==> config.mk <==
export PLATFORM = sky130hd
export DESIGN_NAME = btmq_fifo
export DESIGN_NICKNAME = d
export VERILOG_FILES = /design/src/btmq_pkg.sv /design/src/btmq_fifo.sv
export SDC_FILE = /design/constraint.sdc
export NUM_CORES = 1
export LEC_CHECK = 0
export BUFFER_PORTS_ARGS = -buffer_cell sky130_fd_sc_hd__buf_2
export CELL_PAD_IN_SITES_DETAIL_PLACEMENT = 0
export CELL_PAD_IN_SITES_GLOBAL_PLACEMENT = 2
export CORE_MARGIN = 5
export CORE_UTILIZATION = 34
export CTS_BUF_LIST = sky130_fd_sc_hd__clkbuf_4
export CTS_CLUSTER_DIAMETER = 150
export CTS_CLUSTER_SIZE = 30
export DETAILED_ROUTE_END_ITERATION = 7
export PLACE_DENSITY = 0.85
export REMOVE_ABC_BUFFERS = 1
export SLEW_MARGIN = 15
export SYNTH_ARGS = -nofsm -noshare
export SYNTH_HDL_FRONTEND = slang
export SYNTH_SLANG_ARGS = --single-unit
==> constraint.sdc <==
create_clock -name i_clk -period 1.5 [get_ports i_clk]
set_input_delay 0.3 -clock i_clk [delete_from_list [all_inputs] [get_ports i_clk]]
set_output_delay 0.3 -clock i_clk [all_outputs]
set_load 0.005 [all_outputs]
==> src/btmq_pkg.sv <==
// Shared types and constants for the bus target message queue.
package btmq_pkg;

    // Sizing of the message ring.
    localparam int QUEUE_DEPTH   = 32;
    localparam int MESSAGE_BYTES = 32;
    localparam int PACKET_BYTES  = 32;

    localparam int DATA_CAP = MESSAGE_BYTES - 2;
    // Running index must also hold the version read position (up to 3).
    localparam int IDX_CAP  = (DATA_CAP > 4) ? DATA_CAP : 4;
    localparam int IDX_W    = $clog2(IDX_CAP);
    localparam int LEN_W    = IDX_W;
    localparam int SLOT_W   = $clog2(QUEUE_DEPTH);
    localparam int CNT_W    = $clog2(QUEUE_DEPTH + 1);
    localparam int DATA_AW  = SLOT_W + IDX_W;

    // Command queue between front and back.
    localparam int FIFO_DEPTH = 2;
    localparam int FIFO_PW    = $clog2(FIFO_DEPTH);
    localparam int FIFO_CW    = $clog2(FIFO_DEPTH + 1);
    localparam int PEND_W     = $clog2(FIFO_DEPTH + 2);

    // Configuration port.
    localparam int CFG_IDX_W = 2;
    localparam logic [CFG_IDX_W-1:0] CFG_VERSION_FIRST  = 2'd0;
    localparam logic [CFG_IDX_W-1:0] CFG_VERSION_SECOND = 2'd1;
    localparam logic [CFG_IDX_W-1:0] CFG_VERSION_THIRD  = 2'd2;

    // Target register codes.
    localparam logic [7:0] REG_VERSION = 8'h42;
    localparam logic [7:0] REG_AVAIL   = 8'hE0;
    localparam logic [7:0] REG_EXT     = 8'hE1;
    localparam logic [7:0] BYTE_NONE   = 8'hFF;

    typedef enum logic [1:0] {
        KIND_WRITE = 2'd0,
        KIND_READ  = 2'd1,
        KIND_STOP  = 2'd2,
        KIND_POP   = 2'd3
    } t_kind;

    typedef struct packed {
        t_kind      kind;
        logic [7:0] bus_byte;
        logic       ext_available;
        logic [7:0] ext_byte;
    } t_in_item;

    typedef struct packed {
        logic [7:0] out_byte;
        logic       out_valid;
        logic       pop_empty;
        logic       last;
        logic       has_messages;
    } t_out_item;

    // One queued command: a finished single result or a message pop.
    typedef struct packed {
        logic                is_pop;
        logic [SLOT_W-1:0]   slot;
        t_out_item           res;
    } t_cmd;

    // Ring storage write request from the front.
    typedef struct packed {
        logic               reg_we;
        logic               len_we;
        logic               data_we;
        logic [SLOT_W-1:0]  slot;
        logic [IDX_W-1:0]   idx;
        logic [7:0]         wbyte;
        logic [LEN_W-1:0]   len;
    } t_store_wr;

    // Ring storage read data toward the back.
    typedef struct packed {
        logic [7:0]       reg_q;
        logic [LEN_W-1:0] len_q;
        logic [7:0]       data_q;
    } t_store_rd;

endpackage

==> src/btmq_fifo.sv <==
// Short command queue between the front and the back.
module btmq_fifo (
    input  logic            i_clk,
    input  logic            i_rst_n,
    input  logic            i_push,
    input  btmq_pkg::t_cmd  i_cmd,
    output logic            o_full,
    input  logic            i_pop,
    output logic            o_valid,
    output btmq_pkg::t_cmd  o_head
);

    btmq_pkg::t_cmd                r_ent [btmq_pkg::FIFO_DEPTH];
    logic [btmq_pkg::FIFO_PW-1:0]  r_wptr;
    logic [btmq_pkg::FIFO_PW-1:0]  r_rptr;
    logic [btmq_pkg::FIFO_CW-1:0]  r_cnt;

    assign o_full  = (r_cnt == btmq_pkg::FIFO_CW'(btmq_pkg::FIFO_DEPTH));
    assign o_valid = (r_cnt != '0);
    assign o_head  = r_ent[r_rptr];

    // Entry storage
    always_ff @(posedge i_clk) begin
        if (i_push) begin
            r_ent[r_wptr] <= i_cmd;
        end
    end

    // Pointers and fill count
    always_ff @(posedge i_clk) begin
        if (!i_rst_n) begin
            r_wptr <= '0;
            r_rptr <= '0;
            r_cnt  <= '0;
        end else begin
            if (i_push) begin
                r_wptr <= (r_wptr == btmq_pkg::FIFO_PW'(btmq_pkg::FIFO_DEPTH - 1)) ?
                          '0 : r_wptr + 1'b1;
            end
            if (i_pop) begin
                r_rptr <= (r_rptr == btmq_pkg::FIFO_PW'(btmq_pkg::FIFO_DEPTH - 1)) ?
                          '0 : r_rptr + 1'b1;
            end
            case ({i_push, i_pop})
                2'b10:   r_cnt <= r_cnt + 1'b1;
                2'b01:   r_cnt <= r_cnt - 1'b1;
                default: r_cnt <= r_cnt;
            endcase
        end
    end

    // Front never pushes into a full queue, back never pops an empty one
    a_no_overflow: assert property (@(posedge i_clk) disable iff (!i_rst_n)
        i_push |-> (!o_full || i_pop))
        else $error("command queue overflow");
    a_no_underflow: assert property (@(posedge i_clk) disable iff (!i_rst_n)
        i_pop |-> o_valid)
        else $error("command queue underflow");

endmodule

== Word-level counts from Yosys, hierarchy flattened ==
Memories as Yosys holds them, arrays and structs flattened. A register that Yosys moved wholly into a read port is not among the register bits.
Index checks and enable logic that the tools add are counted.

* Register bits: 4
* Memory bits (writable): 36
* Input bits: 22
* Output and inout port bits: 20
* Logic and storage cells: 20
* Memories kept: 1

* Add/subtract/negate cells: 4
* Equal/unequal tests: 3
* Multiplexer cells: 7
* Reduce and logical (&&, ||, !) cells: 2

{| class="wikitable"
|+ Memory list
! name !! words !! bits a word !! read ports !! clocked after memory_dff !! write ports !! RTL line !! RTL
|-
| r_ent || 2 || 18 || 1 || 1 || 1 || btmq_fifo.sv:13 || <nowiki>btmq_pkg::t_cmd r_ent [btmq_pkg::FIFO_DEPTH];</nowiki>
|}

{| class="wikitable"
|+ Operator list
! operator !! number
|-
| $mux W1 || 6
|-
| $eq A2 B2 Y1 const B || 2
|-
| $pmux W2 S2 || 1
|-
| $reduce_bool A2 Y1 || 2
|-
| $add A1 B1 Y1 const B || 2
|-
| $add A2 B1 Y2 const B || 1
|-
| $eq A2 B1 Y1 const B || 1
|-
| $sub A2 B1 Y2 const B || 1
|}

== Depth between registers and ports, before layout ==
Gate-level depths: netlist of run 1.

* Word-level depth: 4
* Mapped depth: 5
* Depth with buffers taken out: 5

== Worst setup path after synthesis of run 1 ==
OpenSTA, ideal clock, no wires.

* Path kind: input-to-reg
* Start point: in i_push
* End point: mem r_ent[0][0] (netlist bit) (enable)
* Arrival time: 1.150 ns
* Data required time: 1.106 ns
* Path slack: -0.044 ns
* Stages: 2
* Path buffers: 0
* Cell sequence: inv_1 nor2_1

* Word-level cells in the longest chain between the ends: 2

{| class="wikitable"
|+ RTL lines
! item !! RTL line !! RTL
|-
| from (decl) || btmq_fifo.sv:5 || <nowiki>input logic i_push,</nowiki>
|-
| $mux W1 || btmq_fifo.sv:24 || <nowiki>if (i_push) begin</nowiki>
|-
| $mux W1 (not written as such) || btmq_fifo.sv:25 || <nowiki>r_ent[r_wptr] <= i_cmd;</nowiki>
|-
| to (decl) || btmq_fifo.sv:13 ||
|}

No other way between the ends.

==> flow_metrics.env, run 1 <==
export IMPL_status="finished with violations"
export IMPL_violations="setup timing"
export IMPL_grt_pass1_vias=910
export IMPL_cpMaxStageDelayCell="dfxtp_4"
export IMPL_drtAntennaViolNets=0
export IMPL_synth_area_leader_cell="edfxtp_1"
export IMPL_yosysTopAreaCellShare=0.713
export IMPL_synth_top_flop_cell="edfxtp_1"
export IMPL_htree_levels=2
export IMPL_hold_viol_final=0
export IMPL_crit_path_cell_trace="buf_16 -> mux2_2 -> buf_2"
export IMPL_synth_area_leaders="edfxtp_1, mux2_2, dfxtp_1"
export IMPL_max_stage_delay_ps=400
export IMPL_required_ps=1200
export IMPL_setup_tns_ps=-1720
export IMPL_critPathArrivalTime_ps=1310
export IMPL_clk_pin_slew_ps=110
export IMPL_rsz0062_at_grt="true"
export IMPL_cts_hold_buf=0
export IMPL_grtUsageTotal=0.0946
export IMPL_first_pass_iters=2
export IMPL_routabilityCongestion=0.622
export IMPL_root_buffer="clkbuf_4"
export IMPL_clock_fmax_ghz=0.620
export IMPL_worst_slack_ps=-113
export IMPL_leakage_nw=0.812
export IMPL_core_sq_mm=0.00432
export IMPL_setup_viol=18
export IMPL_wl_per_cell_um=14.5
export IMPL_synth_area_sq_mm=0.00152
export IMPL_drt_first_iter_violations=19
export IMPL_tightest_slew_ps=248
export IMPL_num_vias=809
export IMPL_utilization=0.473
export IMPL_cp_num_buf_inv=2
export IMPL_finalInstanceArea_sq_mm=0.00205
export IMPL_die_y_um=76.8
export IMPL_cap_violations=0
export IMPL_syn_to_final_growth_pct=35.1
export IMPL_hold_path_class="in2reg"
export IMPL_use_met3=0.0422
export IMPL_met2_usage=0.173
export IMPL_relSlewSlack=0.834
export IMPL_clock_skew_ps=2.55
export IMPL_yosys_warnings=0
export IMPL_grt_pass1_wl_mm=4.33
export IMPL_cp_end_kind="output port"
export IMPL_drt_total_wl_mm=2.62
export IMPL_grt_busiest_layer="met2"
export IMPL_use_met1=0.0936
export IMPL_grt_max_degree=19
export IMPL_cts_tree="done"
export IMPL_total_power_mw=2.37
export IMPL_ys_ff_latch=41
export IMPL_period_needed_ps=1610
export IMPL_critical_path_class="reg2out"
export IMPL_place_area_sq_mm=0.00182
export IMPL_drc=0
export IMPL_synth_seq_area_share=0.780
export IMPL_num_rows=24
export IMPL_clock_sinks=41
export IMPL_die_x_um=76.8
export IMPL_diodes=0
export IMPL_final_nets=151
export IMPL_crit_fanout=9
export IMPL_synth_edf_count=36
export IMPL_clk_path_buf_depth=2
export IMPL_ys_async_sr_fraction=0
export IMPL_io_pins=42
export IMPL_routed_via_density=4.47
export IMPL_slew_viol_final=0
export IMPL_yosysUniqueCellTypes=18
export IMPL_overflow=0
export IMPL_crit_family="flip-flops"
export IMPL_avgSynthCellArea_sq_um=19.4
export IMPL_fin_crit_sh=1.08
export IMPL_start_util=0.350
export IMPL_cp_start_kind="flip-flop"
export IMPL_vdd_drop_max_v=0.000821
export IMPL_fin_cells=181
export IMPL_yosys_top_cells_count="edfxtp_1, mux2_2, dfxtp_1, and2_1, xnor2_1"
export IMPL_cts_setup_buffers=0
export IMPL_fin_hold_ws_ps=153
export IMPL_p_per_area_mw_per_mm2=1160
export IMPL_cts_made_buffers=5
export IMPL_antenna_found_initial=0
export IMPL_dieArea_sq_mm=0.00589
export IMPL_synth_most_common_cell="edfxtp_1"
export IMPL_drive_above_1_share=0.574
export IMPL_clk_latency_ps=330
export IMPL_preCtsSetupSlack_ps=134
export IMPL_port_buffers=41
export IMPL_synthCells=78
export IMPL_dp_cells=172
layer usage:
layer / vias to the layer above / part of all wire
li1: 396 / -
met1: 386 / 0.35
met2: 23 / 0.58
met3: 4 / 0.062
met4: 0 / 0.0080
met5: - / 0
what timing repair did:
action | CTS | global route
endpoints found under the setup margin | 18 | 18
endpoints found under the hold margin | 0 | 0
gates cloned | 1 | 0
resized for setup | 7 | 19
layout make-up:
cell class / count / area [sq um]
clock buffers: 6 / 45.0
clock inverters: 2 / 33.8
fillers: 406 / 2280
inverters: 1 / 3.75
multi-input cells: 34 / 365
flip-flops and latches: 41 / 1180
well taps: 52 / 65.1
repair buffers: 45 / 349
sequential cells by signal, summed over array words and instances (netlist names), named ones only:
signal  cells
r_ent      36
r_cnt       2
r_rptr      1
r_wptr      1
worst reg2reg max path: stages (launching register included):
cell	delay, ps
dfxtp_1	370
and2_1	130
buf_4	260
where the power goes:
part	switching, mW	total [mW]	internal, mW	leakage (nW)
sequential	0.0269	1.34	1.31	0.380
clock	0.316	0.681	0.365	0.0433
combinational	0.132	0.354	0.222	0.388
cells by family after synthesis:
family,after synthesis,share of synthesized area
flip-flops,41,0.780
multiplexers,18,0.134
AND/OR/NAND/NOR,9,0.0372
AO/OA/AOI/OAI,3,0.0132
XOR/XNOR,3,0.0173
buffers and inverters,3,0.0107
adder cells (fa/ha/maj),1,0.00826
cells in the final DEF, fill, tap and decap left out:
cell type  instances
and2_1             4
edfxtp_1          36
ha_1               1
buf_16             1
clkinv_1           1
buf_6             11
a21boi_1           1
mux2_4            12
and2b_2            1
xnor2_1            2
buf_4              1
inv_1              1
buf_12             2
or3_1              1
dfxtp_1            4
nor2b_1            1
o21a_1             1
clkbuf_4           6
or2_2              1
xor2_1             1
nor2_2             1
dfxtp_4            1
bufinv_16          1
o21ai_0            1
buf_2             30
mux2_2             6
path summary, 6_finish.rpt:
kind | start | to | slack (ps) | depth (start not counted)
hold reg to reg | r_cnt[1] | r_cnt[1] | 560 | 2
setup reg to reg | r_wptr | r_ent[1][7] | 430 | 2
hold / removal | i_cmd[3] | r_ent[1][3] | 150 | 1
setup / recovery | flip-flop | o_head[15] | -110 | 3
(Power assumes the default switching activity.)
==> run 2, diff against run 1 <==
CORE_UTILIZATION = 30   (was 34)
PLACE_DENSITY = 0.78   (was 0.85)
==> run 2 against run 1 <==
Net effect:
- the flow still finishes with violations (setup timing)
- final cell count rose by 8.3%
- via count is 1.7% higher
- utilization fell by 5.7 points
- highest routed layer unchanged
- sequential power hardly changed
- maximum frequency decreased by 1.2%
==> flow_metrics.env, run 2 (same netlist as run 1, synthesis figures left out) <==
export IMPL_seq_area_sq_mm=0.00118
export IMPL_cts_made_buffers=5
export IMPL_reg2reg_from="r_wptr"
export IMPL_fin_hold_ws_ps=145
export IMPL_whs_endpoint="r_ent[1][6]"
export IMPL_io_pins=42
export IMPL_syn_to_final_growth_pct=32.5
export IMPL_status="finished with violations"
export IMPL_grt_max_degree=19
export IMPL_fin_crit_sh=1.09
export IMPL_antenna_found_initial=0
export IMPL_crit_fanout=9
export IMPL_cp_start_kind="flip-flop"
export IMPL_reg_top3="r_ent: 36 flops, r_cnt: 2 flops"
export IMPL_first_pass_iters=4
export IMPL_grtUsageTotal=0.0883
export IMPL_required_ps=1200
export IMPL_cap_violations=0
export IMPL_num_vias=823
export IMPL_die_y_um=81.1
export IMPL_mostFrequentLayoutCells="edfxtp_1, buf_2, mux2_4, mux2_2, buf_6"
export IMPL_worst_slack_ps=-132
export IMPL_final_nets=151
export IMPL_critical_path_class="reg2out"
export IMPL_routed_top_layer="met4"
export IMPL_cts_tree="done"
export IMPL_min_from="i_cmd[6]"
export IMPL_clk_path_buf_depth=2
export IMPL_tightest_slew_ps=259
export IMPL_routabilityCongestion=0.622
export IMPL_num_rows=25
export IMPL_start_util=0.315
export IMPL_die_x_um=81.1
export IMPL_multi_input_area_sq_um=354
export IMPL_cp_end_kind="output port"
export IMPL_rsz0062_at_grt="true"
export IMPL_critPathArrivalTime_ps=1330
export IMPL_drt_total_wl_mm=2.81
export IMPL_routed_wl_met2_mm=1.51
export IMPL_dieArea_sq_mm=0.00657
export IMPL_routed_via_density=4.20
export IMPL_n_fill_cell=457
export IMPL_top_register="r_ent"
export IMPL_relSlewSlack=0.827
export IMPL_final_common_cell="edfxtp_1"
export IMPL_total_power_mw=2.18
export IMPL_port_buffers=41
export IMPL_place_hpwl_mm=1.88
export IMPL_hold_path_class="in2reg"
export IMPL_p_per_area_mw_per_mm2=1080
export IMPL_clock_fmax_ghz=0.613
export IMPL_clock_sinks=41
export IMPL_root_buffer="clkbuf_4"
export IMPL_core_sq_mm=0.00482
export IMPL_clk_pin_slew_ps=110
export IMPL_drc=0
export IMPL_rr_worst_depth=2
export IMPL_drive_above_1_share=0.566
export IMPL_clock_skew_ps=5.04
export IMPL_largest_reg_flops=36
export IMPL_cts_hold_buf=0
export IMPL_overflow=0
export IMPL_leakage_nw=0.781
export IMPL_hold_viol_final=0
export IMPL_grt_pass1_wl_mm=4.21
export IMPL_setup_viol=18
export IMPL_grt_pass1_vias=899
export IMPL_wl_per_cell_um=14.3
export IMPL_worstReg2RegEnd="r_ent[1][4]"
export IMPL_min_path_cells=1
export IMPL_diodes=0
export IMPL_htree_levels=2
export IMPL_clk_latency_ps=330
export IMPL_vdd_drop_max_v=0.000475
export IMPL_drt_first_iter_violations=52
export IMPL_period_needed_ps=1630
export IMPL_wl_met1_mm=1.06
export IMPL_violations="setup timing"
export IMPL_r2r_slack_ps=440
export IMPL_drtAntennaViolNets=0
export IMPL_met3_length_um=202
export IMPL_slew_viol_final=0
==> run 2: report_power, final <==
part	leakage (nW)	switching, mW	internal (mW)	total [mW]
Clock	0.0300	0.332	0.170	0.502
Combinational	0.371	0.128	0.208	0.336
Sequential	0.380	0.0274	1.31	1.34
Total	0.781	0.487	1.69	2.18
==> run 2: how the worst max path moves through the flow <==
stage / end
global placement: r_cnt[1]
global route: o_head[5]
finish: o_head[16]
CTS: o_head[13]
detailed placement: r_cnt[1]
floorplan: r_ent[0][0]
==> run 2: area by class of cell <==
type / instances / share of cell area
clock buffers: 5 / 0.0187
clock inverters: 3 / 0.00623
inverters: 1 / 0.00187
multi-input cells: 34 / 0.176
flip-flops and latches: 41 / 0.590
well taps: 67 / 0.0418
repair buffers: 45 / 0.165
==> run 2: timing repair <==
item,4_1_cts,5_1_grt
endpoints found under the setup margin,18,18
buffers inserted,0,0
endpoints found under the hold margin,0,0
gates resized for setup,18,2
cloned,1,0
pin swaps,0,0
==> run 2: layer usage <==
metal / track usage / vias up
li1: - / 395
met1: 0.0869 / 396
met2: 0.163 / 27
met3: 0.0322 / 5
met4: 0.0405 / 0
met5: 0 / -
==> run 2: critical path: stages, from the launching register on <==
cell and delay [ps]:
dfxtp_4 400, buf_12 140, mux2_2 330, buf_2 130
==> run 2: metrics by stage <==
| step | instances | instance area (sq um) | setup slack, ps | TNS, ps | utilization |
|---|---|---|---|---|---|
| floorplan | 76 | 1500 | -43.9 | -790 | - |
| global placement | 187 | 1840 | 195 | 0 | 0.382 |
| detailed placement | 187 | 1840 | 114 | 0 | 0.382 |
| CTS | 196 | 2000 | -160 | -2590 | 0.415 |
| global route | 196 | 2010 | -198 | -3150 | 0.417 |
| finish | 196 | 2010 | -132 | -2000 | 0.417 |
==> run 3, diff against run 2 <==
ABC_AREA = 1   (was default)
==> run 3 against run 2 <==
Net effect:
- the run still ends with setup timing left
- critical path depth is the same
- setup slack worse by 17 ps
- power grew 2.4%
- sequential power about the same
- final cell count rose by 10%
- highest routed layer unchanged
==> flow_metrics.env, run 3 <==
export IMPL_max_stage_delay_ps=400
export IMPL_status="finished with violations"
export IMPL_clk_path_buf_depth=2
export IMPL_hold_path_class="in2reg"
export IMPL_io_pins=42
export IMPL_synth_seq_area_share=0.748
export IMPL_setup_viol=18
export IMPL_mostFrequentLayoutCells="edfxtp_1, buf_2, mux2_4"
export IMPL_leakage_nw=0.866
export IMPL_cp_end_kind="output port"
export IMPL_yosysUniqueCellTypes=13
export IMPL_clock_fmax_ghz=0.606
export IMPL_overflow=0
export IMPL_critPathArrivalTime_ps=1350
export IMPL_synth_area_leader_cell="edfxtp_1"
export IMPL_avgSynthCellArea_sq_um=17.4
export IMPL_drive_above_1_share=0.527
export IMPL_yosys_warnings=0
export IMPL_antenna_found_initial=0
export IMPL_clock_sinks=41
export IMPL_rsz0062_at_grt="true"
export IMPL_largest_reg_flops=36
export IMPL_num_rows=26
export IMPL_synth_top_flop_cell="edfxtp_1"
export IMPL_drc=0
export IMPL_cpMaxStageDelayCell="dfxtp_4"
export IMPL_cp_depth=3
export IMPL_grt_max_degree=16
export IMPL_yosysTopAreaCellShare=0.685
export IMPL_dieArea_sq_mm=0.00681
export IMPL_cp_start_kind="flip-flop"
export IMPL_synth_most_common_cell="edfxtp_1"
export IMPL_syn_to_final_growth_pct=32.5
export IMPL_synth_area_leaders="edfxtp_1, mux2_4, dfxtp_1"
export IMPL_drt_first_iter_violations=26
export IMPL_period_needed_ps=1650
export IMPL_cap_violations=0
export IMPL_yosys_top_cells_count="edfxtp_1, nor2_1, mux2_4, nand2_1, mux2_2"
export IMPL_num_vias=897
export IMPL_place_area_sq_mm=0.00190
export IMPL_start_util=0.309
export IMPL_port_buffers=41
export IMPL_required_ps=1200
export IMPL_synth_edf_count=36
export IMPL_wl_per_cell_um=13.4
export IMPL_synth_area_sq_mm=0.00158
export IMPL_place_hpwl_mm=2.16
export IMPL_crit_family="flip-flops"
export IMPL_cts_made_buffers=5
export IMPL_clk_latency_ps=350
export IMPL_clock_skew_ps=19.9
export IMPL_rr_worst_depth=3
export IMPL_top_register="r_ent"
export IMPL_tightest_slew_ps=174
export IMPL_n_fill_cell=483
export IMPL_p_per_area_mw_per_mm2=1070
export IMPL_root_buffer="clkbuf_4"
export IMPL_diodes=0
export IMPL_fin_crit_sh=1.10
export IMPL_relSlewSlack=0.884
export IMPL_routed_via_density=4.15
export IMPL_slew_viol_final=0
export IMPL_critical_path_class="reg2out"
export IMPL_drt_total_wl_mm=2.90
export IMPL_vdd_drop_max_v=0.000369
export IMPL_first_pass_iters=4
export IMPL_crit_path_cell_trace="buf_12 -> mux2_4 -> buf_6"
export IMPL_crit_fanout=12
export IMPL_final_nets=168
export IMPL_grtUsageTotal=0.0913
export IMPL_reg_top3="r_ent: 36 flops, r_cnt: 2 flops"
export IMPL_worst_slack_ps=-149
export IMPL_grt_pass1_vias=939
export IMPL_violations="setup timing"
export IMPL_hold_viol_final=0
export IMPL_clk_pin_slew_ps=140
export IMPL_core_sq_mm=0.00511
export IMPL_grt_pass1_wl_mm=4.50
export IMPL_htree_levels=2
export IMPL_min_path_cells=1
export IMPL_ys_async_sr_fraction=0
export IMPL_ys_ff_latch=41
export IMPL_cts_tree="done"
export IMPL_cts_hold_buf=0
export IMPL_finalInstanceArea_sq_mm=0.00209
export IMPL_setup_tns_ps=-2340
export IMPL_synthCells=91
export IMPL_cp_num_buf_inv=2
export IMPL_die_x_um=82.6
export IMPL_routabilityCongestion=0.759
export IMPL_final_common_cell="edfxtp_1"
export IMPL_die_y_um=82.6
export IMPL_drtAntennaViolNets=0
==> run 3: cell count changes after synthesis, sizes merged, moves of 2 or more <==
cell / previous run / this run
and2: 4 / 0
nand2: 0 / 9
inv: 1 / 6
xnor2: 2 / 0
nor2: 1 / 11
==> run 3: area by class of cell <==
class / count / area [sq um] / area share
inverters: 6 / 22.5 / 0.0108
flip-flops and latches: 41 / 1180 / 0.566
multi-input cells: 42 / 369 / 0.176
repair buffers: 49 / 365 / 0.175
well taps: 70 / 87.6 / 0.0419
clock buffers: 5 / 37.5 / 0.0179
clock inverters: 3 / 25.0 / 0.0120
==> run 3: cell families (layout without fill, tap and decap cells) <==
kind of cell | count (synthesis) | in the layout | share of synthesized area
fa+ha+maj | 1 | 1 | 0.00792
flops | 41 | 41 | 0.748
mux | 18 | 18 | 0.152
compound gates | 2 | 2 | 0.00633
buf+inv | 8 | 63 | 0.0341
simple gates | 21 | 21 | 0.0515
==> run 3: final timing paths <==
| check | from | endpoint | slack, ps |
|---|---|---|---|
| worst max register to register | r_wptr | r_ent[1][10] | 450 |
| worst min-delay path | i_cmd[7] | r_ent[1][7] | 120 |
| worst min register to register | r_rptr | r_rptr | 510 |
| worst max-delay path | flip-flop | o_head[1] | -150 |
==> run 3: timing repair <==
action,4_1_cts,5_1_grt
setup endpoints to repair,18,18
gates resized for setup,21,1
setup buffers,2,0
==> run 3: layer usage <==
metal	up-vias	routed length, um	GRT usage
met1	417	1300	0.112
met5	-	0	0
met2	40	1260	0.141
li1	436	-	-
met4	0	27	0.0294
met3	4	305	0.0445
==> run 3: power breakdown <==
group          total [mW]  switching, mW  internal, mW
Sequential           1.33         0.0229          1.31
Combinational       0.325          0.132         0.193
Clock               0.571          0.380         0.191
Total                2.23          0.535          1.69
==> run 3: metrics by stage <==
stage          utilization  cells  hold WS, ps  power (mW)  setup slack [ps]
6_report             0.410    216          125        2.23              -149
5_1_grt              0.410    216         92.7        2.35              -220
4_1_cts              0.408    216          112        2.26              -175
3_5_place_dp         0.372    206          497        1.63               117
3_3_place_gp         0.372    206          480        1.62               143
2_1_floorplan            -     89          399        1.49             -12.1
