**config.mk**
```make
export PLATFORM = sky130hd
export DESIGN_NAME = btmq_back
export DESIGN_NICKNAME = d
export VERILOG_FILES = /design/src/btmq_pkg.sv /design/src/btmq_back.sv
export SDC_FILE = /design/constraint.sdc
export NUM_CORES = 1
export LEC_CHECK = 0
export ABC_CLOCK_PERIOD_IN_PS = 5900
export BUFFER_PORTS_ARGS = -buffer_cell sky130_fd_sc_hd__buf_2
export CAP_MARGIN = 30
export CELL_PAD_IN_SITES_DETAIL_PLACEMENT = 1
export CELL_PAD_IN_SITES_GLOBAL_PLACEMENT = 2
export CORE_MARGIN = 3
export CORE_UTILIZATION = 30
export CTS_BUF_LIST = sky130_fd_sc_hd__clkbuf_16
export DETAILED_ROUTE_END_ITERATION = 8
export GPL_ROUTABILITY_DRIVEN = 1
export PLACE_DENSITY = 0.88
export SLEW_MARGIN = 20
export SYNTH_ARGS = -nofsm -noshare
export SYNTH_HDL_FRONTEND = slang
export SYNTH_SLANG_ARGS = --single-unit
export TNS_END_PERCENT = 10
```
**constraint.sdc**
```tcl
create_clock -name i_clk -period 5.9 [get_ports i_clk]
set_clock_uncertainty 0.1 [all_clocks]
set_input_delay 0.295 -clock i_clk [delete_from_list [all_inputs] [get_ports i_clk]]
set_output_delay 0.295 -clock i_clk [all_outputs]
set_load 0.02 [all_outputs]
```
**src/btmq_pkg.sv**
```systemverilog
// Shared types and constants for the bus target message queue.
package btmq_pkg;

    // Sizing of the message ring.
    localparam int QUEUE_DEPTH   = 32;
    localparam int MESSAGE_BYTES = 32;
    localparam int PACKET_BYTES  = 32;

    localparam int DATA_CAP = MESSAGE_BYTES - 2;
    // Running index must also hold the version read position (up to 3).
    localparam int IDX_CAP  = (DATA_CAP > 4) ? DATA_CAP : 4;
    localparam int IDX_W    = $clog2(IDX_CAP);
    localparam int LEN_W    = IDX_W;
    localparam int SLOT_W   = $clog2(QUEUE_DEPTH);
    localparam int CNT_W    = $clog2(QUEUE_DEPTH + 1);
    localparam int DATA_AW  = SLOT_W + IDX_W;

    // Command queue between front and back.
    localparam int FIFO_DEPTH = 2;
    localparam int FIFO_PW    = $clog2(FIFO_DEPTH);
    localparam int FIFO_CW    = $clog2(FIFO_DEPTH + 1);
    localparam int PEND_W     = $clog2(FIFO_DEPTH + 2);

    // Configuration port.
    localparam int CFG_IDX_W = 2;
    localparam logic [CFG_IDX_W-1:0] CFG_VERSION_FIRST  = 2'd0;
    localparam logic [CFG_IDX_W-1:0] CFG_VERSION_SECOND = 2'd1;
    localparam logic [CFG_IDX_W-1:0] CFG_VERSION_THIRD  = 2'd2;

    // Target register codes.
    localparam logic [7:0] REG_VERSION = 8'h42;
    localparam logic [7:0] REG_AVAIL   = 8'hE0;
    localparam logic [7:0] REG_EXT     = 8'hE1;
    localparam logic [7:0] BYTE_NONE   = 8'hFF;

    typedef enum logic [1:0] {
        KIND_WRITE = 2'd0,
        KIND_READ  = 2'd1,
        KIND_STOP  = 2'd2,
        KIND_POP   = 2'd3
    } t_kind;

    typedef struct packed {
        t_kind      kind;
        logic [7:0] bus_byte;
        logic       ext_available;
        logic [7:0] ext_byte;
    } t_in_item;

    typedef struct packed {
        logic [7:0] out_byte;
        logic       out_valid;
        logic       pop_empty;
        logic       last;
        logic       has_messages;
    } t_out_item;

    // One queued command: a finished single result or a message pop.
    typedef struct packed {
        logic                is_pop;
        logic [SLOT_W-1:0]   slot;
        t_out_item           res;
    } t_cmd;

    // Ring storage write request from the front.
    typedef struct packed {
        logic               reg_we;
        logic               len_we;
        logic               data_we;
        logic [SLOT_W-1:0]  slot;
        logic [IDX_W-1:0]   idx;
        logic [7:0]         wbyte;
        logic [LEN_W-1:0]   len;
    } t_store_wr;

    // Ring storage read data toward the back.
    typedef struct packed {
        logic [7:0]       reg_q;
        logic [LEN_W-1:0] len_q;
        logic [7:0]       data_q;
    } t_store_rd;

endpackage

```
**src/btmq_back.sv**
```systemverilog
// Back: drains commands, reads popped messages, drives the result register.
module btmq_back (
    input  logic                          i_clk,
    input  logic                          i_rst_n,
    input  logic                          i_fifo_valid,
    input  btmq_pkg::t_cmd                i_head,
    output logic                          o_cmd_take,
    output logic [btmq_pkg::SLOT_W-1:0]   o_hdr_slot,
    output logic [btmq_pkg::DATA_AW-1:0]  o_data_addr,
    input  btmq_pkg::t_store_rd           i_rd,
    output logic                          o_pop_done,
    output logic                          o_res_valid,
    input  logic                          i_res_ready,
    output btmq_pkg::t_out_item           o_res
);

    typedef enum logic [4:0] {
        B_IDLE = 5'b00001,
        B_HDR  = 5'b00010,
        B_LEN  = 5'b00100,
        B_DRD  = 5'b01000,
        B_DOUT = 5'b10000
    } t_bstate;

    t_bstate                       r_state, n_state;
    logic [btmq_pkg::SLOT_W-1:0]   r_slot,  n_slot;
    logic                          r_has,   n_has;
    logic [btmq_pkg::LEN_W-1:0]    r_len,   n_len;
    logic [btmq_pkg::IDX_W-1:0]    r_idx,   n_idx;
    logic                          r_ov;
    btmq_pkg::t_out_item           r_out;

    logic                          out_free;
    logic                          load;
    btmq_pkg::t_out_item           ld;
    logic                          last_byte;

    assign out_free    = !r_ov || i_res_ready;
    assign o_hdr_slot  = (r_state == B_IDLE) ? i_head.slot : r_slot;
    assign o_data_addr = {r_slot, r_idx};
    assign last_byte   = (({1'b0, r_idx} + 1'b1) == {1'b0, r_len});
    assign o_res_valid = r_ov;
    assign o_res       = r_out;

    // Sequencer
    always_comb begin
        n_state    = r_state;
        n_slot     = r_slot;
        n_has      = r_has;
        n_len      = r_len;
        n_idx      = r_idx;
        load       = 1'b0;
        ld         = '0;
        o_cmd_take = 1'b0;
        o_pop_done = 1'b0;
        ld.has_messages = r_has;
        ld.out_valid    = 1'b1;
        case (r_state)
            B_IDLE: begin
                if (i_fifo_valid && out_free) begin
                    o_cmd_take = 1'b1;
                    if (!i_head.is_pop) begin
                        load = 1'b1;
                        ld   = i_head.res;
                    end else begin
                        n_slot  = i_head.slot;
                        n_has   = i_head.res.has_messages;
                        n_state = B_HDR;
                    end
                end
            end
            B_HDR: begin
                if (out_free) begin
                    load        = 1'b1;
                    ld.out_byte = i_rd.reg_q;
                    n_len       = i_rd.len_q;
                    n_state     = B_LEN;
                end
            end
            B_LEN: begin
                if (out_free) begin
                    load        = 1'b1;
                    ld.out_byte = 8'(r_len);
                    ld.last     = (r_len == '0);
                    if (r_len == '0) begin
                        o_pop_done = 1'b1;
                        n_state    = B_IDLE;
                    end else begin
                        n_idx   = '0;
                        n_state = B_DRD;
                    end
                end
            end
            B_DRD: n_state = B_DOUT;
            B_DOUT: begin
                if (out_free) begin
                    load        = 1'b1;
                    ld.out_byte = i_rd.data_q;
                    ld.last     = last_byte;
                    if (last_byte) begin
                        o_pop_done = 1'b1;
                        n_state    = B_IDLE;
                    end else begin
                        n_idx   = r_idx + 1'b1;
                        n_state = B_DRD;
                    end
                end
            end
            default: n_state = B_IDLE;
        endcase
    end

    // Result payload
    always_ff @(posedge i_clk) begin
        if (load) begin
            r_out <= ld;
        end
    end

    // Control state
    always_ff @(posedge i_clk) begin
        if (!i_rst_n) begin
            r_state <= B_IDLE;
            r_ov    <= 1'b0;
            r_slot  <= '0;
            r_has   <= 1'b0;
            r_len   <= '0;
            r_idx   <= '0;
        end else begin
            r_state <= n_state;
            r_slot  <= n_slot;
            r_has   <= n_has;
            r_len   <= n_len;
            r_idx   <= n_idx;
            if (load) begin
                r_ov <= 1'b1;
            end else if (i_res_ready) begin
                r_ov <= 1'b0;
            end
        end
    end

    // A pop completes only while handing its final byte to the result register
    a_done_on_last: assert property (@(posedge i_clk) disable iff (!i_rst_n)
        o_pop_done |=> (r_ov && r_out.last && r_out.out_valid))
        else $error("pop finished without a final result");

endmodule
```
Yosys cells after proc, flatten, opt, wreduce, memory -nomap -nowiden. Cells that the tools add are included.

Eq/ne operators: 13. Reduce and logical (&&, ||, !) cells: 12. Add/subtract/negate cells: 2. Bitwise logic cells: 2. Multiplexer cells: 37.

Operator list (number): $mux 5 (11); $pmux 8 s4 (1); $pmux 5 s5 (1); $mux 12 (2); $mux 8 (2); $mux 1 (14); $ne 2x2->1 const B (6); $pmux 5 s2 (1); $reduce_and 5->1 (2); $mux 4 (2); $add 5x1->6 const B (1); $eq 6x5->1 (1); $reduce_or 3->1 (2); $add 5x1->5 const B (1); $eq 5x1->1 const B (1); $eq 5x2->1 const B (1); $eq 5x3->1 const B (1); $eq 5x4->1 const B (1); $eq 5x5->1 const B (1); $logic_not 5->1 (1); $pmux 1 s2 (2); $reduce_bool 2->1 (2); $pmux 1 s3 (1); $reduce_and 3->1 (1); other kinds (6) (7).

Word-level logic and storage cells: 77. Register bits after elaboration: 34. Bits of input ports: 43. Output and inout bits: 30.

Depth between registers and ports, before layout. Gate-level depths: netlist (run 1).

Word-level depth: 6. Mapped depth: 7. Depth with buffers taken out: 6.

Least setup slack after synthesis (run 1). Ideal clock, no wire load.

Kind: register to output. From: register r_idx[0] in the netlist's numbering. To: output port o_pop_done. Arrival: 1996 ps. Stages on the path, launching flop included: 7. Path slack: 3509 ps. Cells stage by stage: dfxtp_1 -> ha_1 -> and3_1 -> xnor2_1 -> nor4b_2 -> a21oi_1 -> nor2_1.

Longest elaborated chain between the ends: 5.

Ends and longest elaborated chain: start, declared (line btmq_back.sv:29) `logic [btmq_pkg::IDX_W-1:0] r_idx, n_idx;`; start signal, assigned (line btmq_back.sv:134) `r_idx <= n_idx;`; $add 5x1->6 (line btmq_back.sv:41) `assign last_byte = (({1'b0, r_idx} + 1'b1) == {1'b0, r_len});`; $eq 6x5->1 (line btmq_back.sv:41); $mux 1 (line btmq_back.sv:100) `if (last_byte) begin`; $mux 1 (line btmq_back.sv:96) `if (out_free) begin`; $pmux 1 s2 (line btmq_back.sv:58) `case (r_state)`; end, declared (line btmq_back.sv:11) `output logic o_pop_done,`.

No other way between the ends.

Final worst setup path (run 1). Same ends and word-level chain as after synthesis.

==> results by group, run 1 <==
CTS
  • CTS Sinks: 34
  • CTS buffer count: 5
  • TritonCTS clock tree: yes
  • Worst-Skew Late Latency: approximately 0.28 ns
  • Post-CTS Repair Setup Buffers: 0
  • Clock Path Buffers: 2
  • Worst-path clk slew: 0.05 ns
  • Post-CTS Hold Buffers: 0
  • Post_cts resized: 0
  • Root Driver: clkbuf_16
  • Max H-tree Level: 2

Die
  • Area of the die: slightly above 7000 µm²
  • Initial Util: 0.3226
  • Std-Cell Rows: 27
  • Boundary pin count: 73
  • Core Region: ~5700 µm²
  • Die Wd: around 84 µm
  • Chip height: around 84 µm

Timing
  • Final setup fails: 0
  • Maximum clock rate: around 340 MHz
  • Fin Setup TNS: 0 ns
  • Fin. Hold Viols: 0
  • Crit share post-route: 0.4967
  • Rel. slew slack: 0.4132
  • RSZ-0062 raised after global routing: false
  • Tmin final: just under 3 ns
  • Worst-margin pin slew: 0.8754 ns
  • Fin. max-slew vios: 0

GRT
  • First-pass GRT wire length: around 8700 µm
  • Initial antenna violation count: 0
  • Final global-route overflow total: 0
  • Vias in the first global route: about 1.8k
  • Total track usage: 0.1501
  • Largest net degree at the start of global routing: 22

Final layout
  • Util after Layout: 0.4221
  • Fin area: about 2400 µm²
  • Area grow syn2layout: 30.84%
  • Nets: 301
  • N_diodes: 0
  • Share of cells above drive strength 1: 0.3527

Detailed routing
  • Vias post-DR: approximately 1.7k
  • Drt pass-1 iters: 4
  • Vias per inst: roughly 5.3
  • ANT nets after route: 0
  • Routed wire length: around 5300 µm
  • DR DRC count: 0
  • DRT iter0 DRCs: 79
  • Post-DR wirelength/cell: roughly 16 µm

Logic synthesis
  • Synth unique cells: between 40 and 50
  • Post-synth EDFFs: 12
  • Top_reg_cell synth: dfxtp_1
  • Synthesized Nets: roughly 230
  • Multiplexer area fraction after synthesis: 0.07745
  • Area share of fa/ha/maj cells after synthesis: 0.006793
  • Post-synthesis compound-gate area fraction: 0.1664
  • Simple-Gate Fraction of Synth Area: 0.2418
  • Flops & latches, synth: 34
  • Synth top area cells: dfxtp_1, edfxtp_1, mux2i_1
  • Sequential fraction of the synthesis area: 0.4348
  • Largest family of logic cells by synthesized area: simple AND/OR/NAND/NOR gates
  • Avg Cell Area, Syn: just under 10 µm²
  • Synth Area in XOR/XNOR: 0.04076
  • Ys Warns: 0
  • Synth area leader: dfxtp_1
  • Gate Count Post-Synth: 188
  • Mapped cell area: 1842 µm²
  • Post-synthesis async set-or-reset flop share: 0
  • Synth top area share: 0.2391

Worst hold path
  • Worst Hold Depth: 3
  • Worst Hold Class: in -> reg
  • Hold Startpoint: i_rd[12]
  • Sink of the worst hold path: r_len[4]$_SDFFE_PN0P_

Setup path
  • Setup crit end kind: primary output
  • R2R Setup Slk: between 3 and 4 ns
  • CP max FO: 8
  • R2R cell count: 4
  • Worst R2R End: o_res[9]$_DFFE_PP_
  • Reg-to-reg startpoint: r_state[1]$_SDFFE_PN0P_
  • Crit Path Class: reg -> out
  • CP required: about 5.5 ns
  • Critical path arrival: 2.54 ns
  • Startpoint types: register

Placement
  • IO buf count: ~70
  • Gpl congestion: between 0.7 and 0.8
  • Post-DP HPWL: slightly below 4000 µm
  • Dpl cell area: approximately 2200 µm²

Job
  • Max-cap violations: 0

Outcome
  • Run status: complete, no violations

Power
  • P_leak: 0.001069 µW
  • Peak VDD IR: 122.9 µV
  • Power Density: 265.4 nW/µm²
[how the worst max path moves through the flow]
stage                            start            endpoint  slack, ns  cells past startpoint
4_1_cts          r_idx[0]$_SDFFE_PN0P_          o_pop_done       2.99                      7
5_1_grt          r_idx[0]$_SDFFE_PN0P_          o_pop_done       2.75                      7
6_report         r_idx[0]$_SDFFE_PN0P_          o_pop_done       2.97                      7
3_5_place_dp   r_state[1]$_SDFFE_PN0P_  o_res[8]$_DFFE_PP_       3.23                      4
2_1_floorplan    r_idx[0]$_SDFFE_PN0P_          o_pop_done       3.51                      6
3_3_place_gp   r_state[1]$_SDFFE_PN0P_  o_res[5]$_DFFE_PP_       3.31                      4
[final cells by class]
class                      count  area [µm²]
fill                         695        3299
multi-input combinational    141       982.2
sequential                    34       800.8
timing repair buffer          72       360.3
clock buffer                   5       125.1
tap                           72       90.09
clock inverter                 3       40.04
inverter                       3       11.26
[power by group]
part / total [µW] / switching [µW] / internal, µW
combinational: 88.4 / 53.1 / 35.3
clock: 292 / 94.3 / 197
sequential: 260 / 5.97 / 254
total: 640 / 153 / 486
[worst max-delay path, cell delays in order (launching register included)]
cell,delay [ns]
dfxtp_1,0.45
ha_1,0.27
and3_1,0.23
xnor2_1,0.10
nor4b_2,0.61
a21oi_1,0.24
nor2_1,0.17
buf_2,0.19
[cell usage in the layout, fill, tap and decap left out, types with 3 or more instances in the layout]
cell type,n
nand3_1,4
a22oi_1,10
buf_2,72
and3_1,6
clkbuf_16,5
nand2_1,21
edfxtp_1,12
dfxtp_1,22
a222oi_1,3
o21ai_0,14
mux2i_1,12
a21oi_1,5
nor2_1,7
inv_1,3
xnor2_1,4
nor2b_1,15
[sequential cells by signal, summed over array words and instances, names as in the netlist]
| signal | flops |
|---|---|
| r_idx | 5 |
| r_slot | 5 |
| r_len | 5 |
| o_res_valid | 1 |
| r_has | 1 |
| r_state | 5 |
| o_res | 12 |
[synth_stat cells, types with 2 or more instances]
cell type / instances
nand2_1: 21
a21oi_1: 5
xnor2_1: 4
dfxtp_1: 22
nor2b_1: 15
and4_1: 2
mux2i_1: 12
a21boi_0: 2
nor3b_1: 2
nand2b_1: 2
inv_1: 3
edfxtp_1: 12
a22o_1: 2
or4_1: 2
nor2_1: 7
a222oi_1: 3
o21ai_0: 14
o22a_1: 2
nand3_1: 4
a22oi_1: 10
mux2_2: 2
clkbuf_1: 4
and3_1: 6
and2_1: 2
buf_2: 5
xor2_1: 2
[metrics by stage]
step / std cells / hold WS [ns] / total power [µW] / setup WS [ns]
floorplan: 188 / 0.3612 / 317.9 / 3.509
global placement: 322 / 0.4003 / 352.5 / 3.311
detailed placement: 322 / 0.4075 / 353.6 / 3.225
CTS: 330 / 0.1837 / 644.4 / 2.992
global route: 330 / 0.2064 / 664.8 / 2.755
finish: 330 / 0.1794 / 639.7 / 2.969
[logic make-up (layout without fill, tap and decap cells)]
family          after synthesis  after routing
buf+inv                      13             83
flops                        34             34
mux                          14             14
simple gates                 74             74
fa+ha+maj                     1              1
compound gates               45             45
xor+xnor                      7              7
[metal layers]
layer  up-vias  track usage  wire length, µm
li1        832            -                -
met3         4      0.03631              342
met2        50       0.2539             2567
met5         -            0                0
met4         0      0.03885               53
met1       847       0.1921             2324
No activity file was read; power rests on OpenSTA's default activity.
==> run 2: changes to the inputs <==
--- a/config.mk
+++ b/config.mk
@@ -5,17 +5,17 @@
 export SDC_FILE = /design/constraint.sdc
 export NUM_CORES = 1
 export LEC_CHECK = 0
-export ABC_CLOCK_PERIOD_IN_PS = 5900
+export ABC_CLOCK_PERIOD_IN_PS = 2650
 export BUFFER_PORTS_ARGS = -buffer_cell sky130_fd_sc_hd__buf_2
 export CAP_MARGIN = 30
 export CELL_PAD_IN_SITES_DETAIL_PLACEMENT = 1
 export CELL_PAD_IN_SITES_GLOBAL_PLACEMENT = 2
 export CORE_MARGIN = 3
-export CORE_UTILIZATION = 30
+export CORE_UTILIZATION = 25
 export CTS_BUF_LIST = sky130_fd_sc_hd__clkbuf_16
 export DETAILED_ROUTE_END_ITERATION = 8
 export GPL_ROUTABILITY_DRIVEN = 1
-export PLACE_DENSITY = 0.88
+export PLACE_DENSITY = 0.79
 export SLEW_MARGIN = 20
 export SYNTH_ARGS = -nofsm -noshare
 export SYNTH_HDL_FRONTEND = slang
==> constraint.sdc (replaced) <==
create_clock -name i_clk -period 2.65 [get_ports i_clk]
set_clock_uncertainty 0.1 [all_clocks]
set_input_delay 0.1325 -clock i_clk [delete_from_list [all_inputs] [get_ports i_clk]]
set_output_delay 0.1325 -clock i_clk [all_outputs]
set_load 0.02 [all_outputs]
==> run 2 against run 1 <==
Design area up 4.4%. Core utilization down 6.2 points. Register-to-register slack worse by 2.7 ns. Via count up 0.40%. Critical path depth up 1. Routed wire length up 7.0%. Worst setup slack worse by 2.7 ns. Combinational power up 130%. Largest power group unchanged. Clock power rose to 2.6 times the previous value. Clock-buffer cell count unchanged.
==> results by group, run 2 (synthesis gave the netlist of run 1 again) <==
Outcome
  • Run status: complete, no violations

Setup path
  • CP max-delay cell: dfxtp_1
  • Largest stage delay, worst path: 0.40 ns (-0.21 ns)
  • CP required: 2.42 ns (-3.09 ns)
  • CP Cell Sequence: ha_1 > xnor2_1 > nand3_1 > nor4b_4 > buf_4 > a21oi_1 > nor2_1 > buf_2
  • Setup crit end kind: primary output
  • Crit Path Class: reg -> out
  • Startpoint types: register
  • Critical path arrival: 2.19 ns (-0.35 ns)
  • CP max FO: 6 (-2)

Final layout
  • N_diodes: 0 (unchanged)
  • Share of cells above drive strength 1: 0.3688 (+0.01611)
  • Commonest non-fill, non-tap cells in the layout: buf_2, nand2_1, dfxtp_1
  • Nets: 306 (+1.7%)
  • Fin area: 2516 µm² (+4.4%)
  • Commonest non-fill, non-tap cell in the layout: buf_2
  • Max reg flops: 12 (unchanged)
  • Area grow syn2layout: 36.62%

Detailed routing
  • DR DRC count: 0 (unchanged)
  • Vias per inst: 4.847 (-7.7%)
  • Routed wire length: 5656 µm (+7.0%)
  • Vias post-DR: 1740 (+0.40%)
  • Post-DR wirelength/cell: 15.75 µm (-1.7%)
  • ANT nets after route: 0 (unchanged)
  • Drt pass-1 iters: 4 (unchanged)
  • DRT iter0 DRCs: 55 (-30%)

GRT
  • Total track usage: 0.1363 (-0.01381)
  • First-pass GRT wire length: 9177 µm (+5.1%)
  • Initial antenna violation count: 0 (unchanged)
  • Vias in the first global route: 1795 (+1.7%)
  • Largest net degree at the start of global routing: 22 (unchanged)
  • Final global-route overflow total: 0 (unchanged)

Die
  • Std-Cell Rows: 30 (+11%)
  • Core Region: 6982 µm² (+22%)
  • Area of the die: 8433 µm² (+19%)
  • Boundary pin count: 73 (unchanged)
  • Chip height: 91.83 µm (+8.9%)
  • Die Wd: 91.83 µm (+8.9%)
  • Initial Util: 0.2638 (-0.05880)

Timing
  • Worst hold slack: 0.009532 ns (-0.1699 ns)
  • Maximum clock rate: ~410 MHz
  • Crit share post-route: 0.9153
  • Worst-margin pin slew: 0.5463 ns (-0.3290 ns)
  • Final setup fails: 0 (unchanged)
  • Fin. Hold Viols: 0 (unchanged)
  • Fin. max-slew vios: 0 (unchanged)
  • Tmin final: between 2 and 2.5 ns
  • Rel. slew slack: 0.6354 (+0.2221)

CTS
  • Post_cts resized: 0 (unchanged)
  • Root Driver: clkbuf_16
  • Post-CTS Repair Setup Buffers: 0 (unchanged)
  • TritonCTS clock tree: yes
  • Post-CTS Hold Buffers: 0 (unchanged)
  • CTS buffer count: 5 (unchanged)
  • CTS Sinks: 34 (unchanged)
  • Worst-path clk slew: 0.06 ns (about the same)
  • Worst-Skew Late Latency: 0.28 ns (about the same)
  • Clock Path Buffers: 2 (unchanged)
  • Max H-tree Level: 2 (unchanged)

Power
  • P_leak: 0.001114 µW (+4.2%)
  • Peak VDD IR: 269.4 µV (+120%)
  • Seq pwr share: 0.374 (-0.032)
  • Switching share of power: 0.2318 (-0.007947)
  • Psw: 358.7 µW (+130%)
  • Power Density: 615.0 nW/µm² (+130%)
  • Clk pwr share: 0.494 (+0.038)
  • Logic pwr share: 0.133 (-0.005)
  • Internal power: 1189 µW (+140%)

Job
  • Max-cap violations: 0 (unchanged)

Placement
  • Post-DP HPWL: 4304 µm (+8.2%)
  • IO buf count: 72 (unchanged)
  • Gpl congestion: 0.7317 (-7.4%)
  • Dpl cell area: 2312 µm² (+3.0%)

Worst hold path
  • Worst Hold Class: in -> reg
## run 2: critical path: cells and delay by family, from the launching register on
kind                     cells  cell delay [ns]
flip-flops                   1             0.40
buffers and inverters        2             0.37
adder cells (fa/ha/maj)      1             0.28
AO/OA/AOI/OAI                1             0.10
AND/OR/NAND/NOR              3             0.62
XOR/XNOR                     1             0.14
## run 2: area by class of cell
type | instances | area [µm²]
Multi-Input combinational cell | 141 | 991.0
Clock inverter | 3 | 68.82
Tap cell | 96 | 120.1
Sequential cell | 34 | 802.0
Inverter | 3 | 11.26
Timing Repair Buffer | 77 | 397.9
Fill cell | 854 | 4466
Clock buffer | 5 | 125.1
## run 2: layer usage
layer | up-vias | share of wire | track usage
met5 | - | 0 | 0
met3 | 5 | 0.050 | 0.03445
met1 | 847 | 0.45 | 0.1653
met4 | 0 | 0.013 | 0.04084
li1 | 842 | - | -
met2 | 46 | 0.49 | 0.2368
## run 2: final timing paths
check / end / from / cells after the start / slack (ns)
worst max-delay path: o_pop_done / r_idx[1]$_SDFFE_PN0P_ / 8 / 0.22
worst min-delay path: r_len[3]$_SDFFE_PN0P_ / i_rd[11] / 3 / 0.01
worst max register to register: r_idx[2]$_SDFFE_PN0P_ / r_idx[0]$_SDFFE_PN0P_ / 7 / 0.53
worst min register to register: r_has$_SDFFE_PN0P_ / r_has$_SDFFE_PN0P_ / 2 / 0.43
## run 2: through the flow
step	std cells	setup slack, ns	setup TNS, ns	util	total power [µW]
floorplan	188	0.4218	0	-	707.7
global placement	351	0.4740	0	0.3312	793.2
detailed placement	351	0.3998	0	0.3312	797.5
CTS	359	0.08838	0	0.3590	1565
global route	359	-0.001912	-0.001912	0.3604	1608
finish	359	0.2244	0	0.3604	1547
## run 2: power by group through the flow
stage,Sequential [µW],Combinational [µW],Clock (µW)
3_5_place_dp,590,208,0
5_1_grt,581,227,800
3_3_place_gp,589,205,0
6_report,578,205,764
4_1_cts,579,209,777
2_1_floorplan,608,99.3,0
==> run 3: changes to the inputs <==
--- a/config.mk
+++ b/config.mk
@@ -10,7 +10,6 @@
 export CAP_MARGIN = 30
 export CELL_PAD_IN_SITES_DETAIL_PLACEMENT = 1
 export CELL_PAD_IN_SITES_GLOBAL_PLACEMENT = 2
-export CORE_MARGIN = 3
 export CORE_UTILIZATION = 25
 export CTS_BUF_LIST = sky130_fd_sc_hd__clkbuf_16
 export DETAILED_ROUTE_END_ITERATION = 8
==> run 3 against run 2 <==
First-iteration DRC count rose by 49%. Register-to-register slack got worse by 0.09 ns. Cell count fell by 0.28%. Worst setup slack got worse by 0.089 ns.
==> results by group, run 3 (synthesis gave the netlist of run 1 again) <==
CTS
  • Post_cts resized: 0 (unchanged)
  • TritonCTS clock tree: yes
  • Clock Path Buffers: 2 (unchanged)
  • CTS buffer count: 5 (unchanged)
  • CTS Sinks: 34 (unchanged)
  • Worst-Skew Late Latency: 0.28 ns (about the same)
  • Worst-path clk slew: 0.06 ns (about the same)
  • Post-CTS Hold Buffers: 0 (unchanged)
  • Post-CTS Repair Setup Buffers: 0 (unchanged)
  • Max H-tree Level: 2 (unchanged)
  • Root Driver: clkbuf_16

Timing
  • Maximum clock rate: 397.8 MHz (-3.5%)
  • Worst-margin pin slew: 0.5940 ns (+0.04772 ns)
  • Fin. Hold Viols: 0 (unchanged)
  • Fin Setup TNS: 0 ns (unchanged)
  • Fin. max-slew vios: 0 (unchanged)
  • Tmin final: 2.514 ns (+0.08850 ns)
  • Crit share post-route: 0.9487 (+0.03340)
  • Rel. slew slack: 0.6032 (-0.03224)
  • RSZ-0062 raised after global routing: false
  • Final worst slack: 0.1359 ns (-0.08850 ns)
  • Final setup fails: 0 (unchanged)

Detailed routing
  • DRT iter0 DRCs: 82 (+49%)
  • ANT nets after route: 0 (unchanged)
  • DR DRC count: 0 (unchanged)
  • Vias post-DR: 1707 (-1.9%)
  • Post-DR wirelength/cell: 14.30 µm (-9.3%)
  • Routed wire length: 5118 µm (-9.5%)
  • Drt pass-1 iters: 4 (unchanged)
  • Vias per inst: 4.768 (-1.6%)

Setup path
  • R2R cell count: 7 (unchanged)
  • Setup crit end kind: primary output
  • Reg-to-reg startpoint: r_idx[0]$_SDFFE_PN0P_
  • CP max FO: 7 (+1)
  • Crit Path Class: reg -> out
  • Startpoint types: register
  • CP required: 2.42 ns (about the same)
  • Worst R2R End: r_idx[2]$_SDFFE_PN0P_
  • R2R Setup Slk: 0.44 ns (-0.09 ns)
  • Critical path arrival: 2.28 ns (+0.09 ns)

Die
  • Initial Util: 0.2652 (+0.001426)
  • Core Region: 6944 µm² (-0.54%)
  • Area of the die: 7714 µm² (-8.5%)
  • Std-Cell Rows: 30 (unchanged)
  • Die Wd: 87.83 µm (-4.4%)
  • Boundary pin count: 73 (unchanged)
  • Chip height: 87.83 µm (-4.4%)

GRT
  • Final global-route overflow total: 0 (unchanged)
  • Vias in the first global route: 1687 (-6.0%)
  • Total track usage: 0.1347 (-0.001552)
  • Largest net degree at the start of global routing: 22 (unchanged)
  • First-pass GRT wire length: 7845 µm (-15%)
  • Initial antenna violation count: 0 (unchanged)

Worst hold path
  • Worst Hold Class: in -> reg
  • Sink of the worst hold path: o_res[3]$_SDFFCE_PP1P_
  • Worst Hold Depth: 2 (-1)
  • Hold Startpoint: i_head[3]

Placement
  • Post-DP HPWL: 3876 µm (-9.9%)
  • Worst slack, placed: 0.4421 ns (+0.04231 ns)
  • Gpl congestion: 0.7457 (+1.9%)
  • IO buf count: 72 (unchanged)

Power
  • P_leak: 0.001088 µW (-2.3%)
  • Power Density: 542.8 nW/µm² (-12%)
  • Peak VDD IR: 208.9 µV (-22%)

Job
  • Max-cap violations: 0 (unchanged)

Final layout
  • Nets: 305 (-0.33%)
  • Fill cells: 825 (-3.4%)
  • Max reg flops: 12 (unchanged)
  • Share of cells above drive strength 1: 0.3588 (-0.01004)
  • N_diodes: 0 (unchanged)
  • Commonest non-fill, non-tap cell in the layout: buf_2
  • Commonest non-fill, non-tap cells in the layout: buf_2, dfxtp_1, nand2_1
  • Area grow syn2layout: 33.15%
  • Util after Layout: 0.3532 (-0.007241)

Outcome
  • Run status: complete, no violations
[run 3: layout make-up]
class                           count  area (µm²)  area share
Clock buffer                        5       125.1     0.05102
Clock inverter                      3       13.76    0.005612
Inverter                            3       11.26    0.004592
Multi-Input combinational cell    141       991.0      0.4041
Sequential cell                    34       800.8      0.3265
Tap cell                           96       120.1     0.04898
Timing Repair Buffer               76       390.4      0.1592
[run 3: power by group]
group	internal (µW)	switching (µW)	leakage (µW)	total, µW
Sequential	565	13.0	0.000292	578
Combinational	83.2	117	0.000722	200
Clock	341	213	0.0000748	554
Total	989	342	0.00109	1330
[run 3: worst max-delay path by stage]
stage	from	endpoint	depth (start not counted)
2_1_floorplan	r_idx[0]$_SDFFE_PN0P_	o_pop_done	6
3_3_place_gp	r_idx[0]$_SDFFE_PN0P_	o_pop_done	8
3_5_place_dp	r_idx[0]$_SDFFE_PN0P_	o_pop_done	8
4_1_cts	r_idx[0]$_SDFFE_PN0P_	o_pop_done	8
5_1_grt	r_idx[0]$_SDFFE_PN0P_	o_pop_done	8
6_report	r_idx[0]$_SDFFE_PN0P_	o_pop_done	8
[run 3: layer usage]
metal / track usage / part of all wire
met3: 0.03205 / 0.062
met2: 0.2290 / 0.46
met5: 0 / 0
met1: 0.1602 / 0.46
met4: 0.06259 / 0.018
[run 3: per-stage QoR]
stage / hold WS, ns / cells / area, µm² / power (µW)
3_3_place_gp: 0.2887 / 350 / 2305 / 789.5
6_report: 0.01273 / 358 / 2452 / 1331
2_1_floorplan: 0.1987 / 188 / 1842 / 707.7
5_1_grt: 0.01852 / 358 / 2452 / 1389
4_1_cts: 0.01072 / 358 / 2444 / 1354
3_5_place_dp: 0.2992 / 350 / 2305 / 791.8
[run 3: critical path, stage by stage, from the launching register on]
cell,delay [ns]
dfxtp_1,0.44
ha_1,0.27
and3_1,0.23
xnor2_1,0.12
nor4b_4,0.35
buf_4,0.20
a21oi_1,0.10
nor2_1,0.10
buf_2,0.18
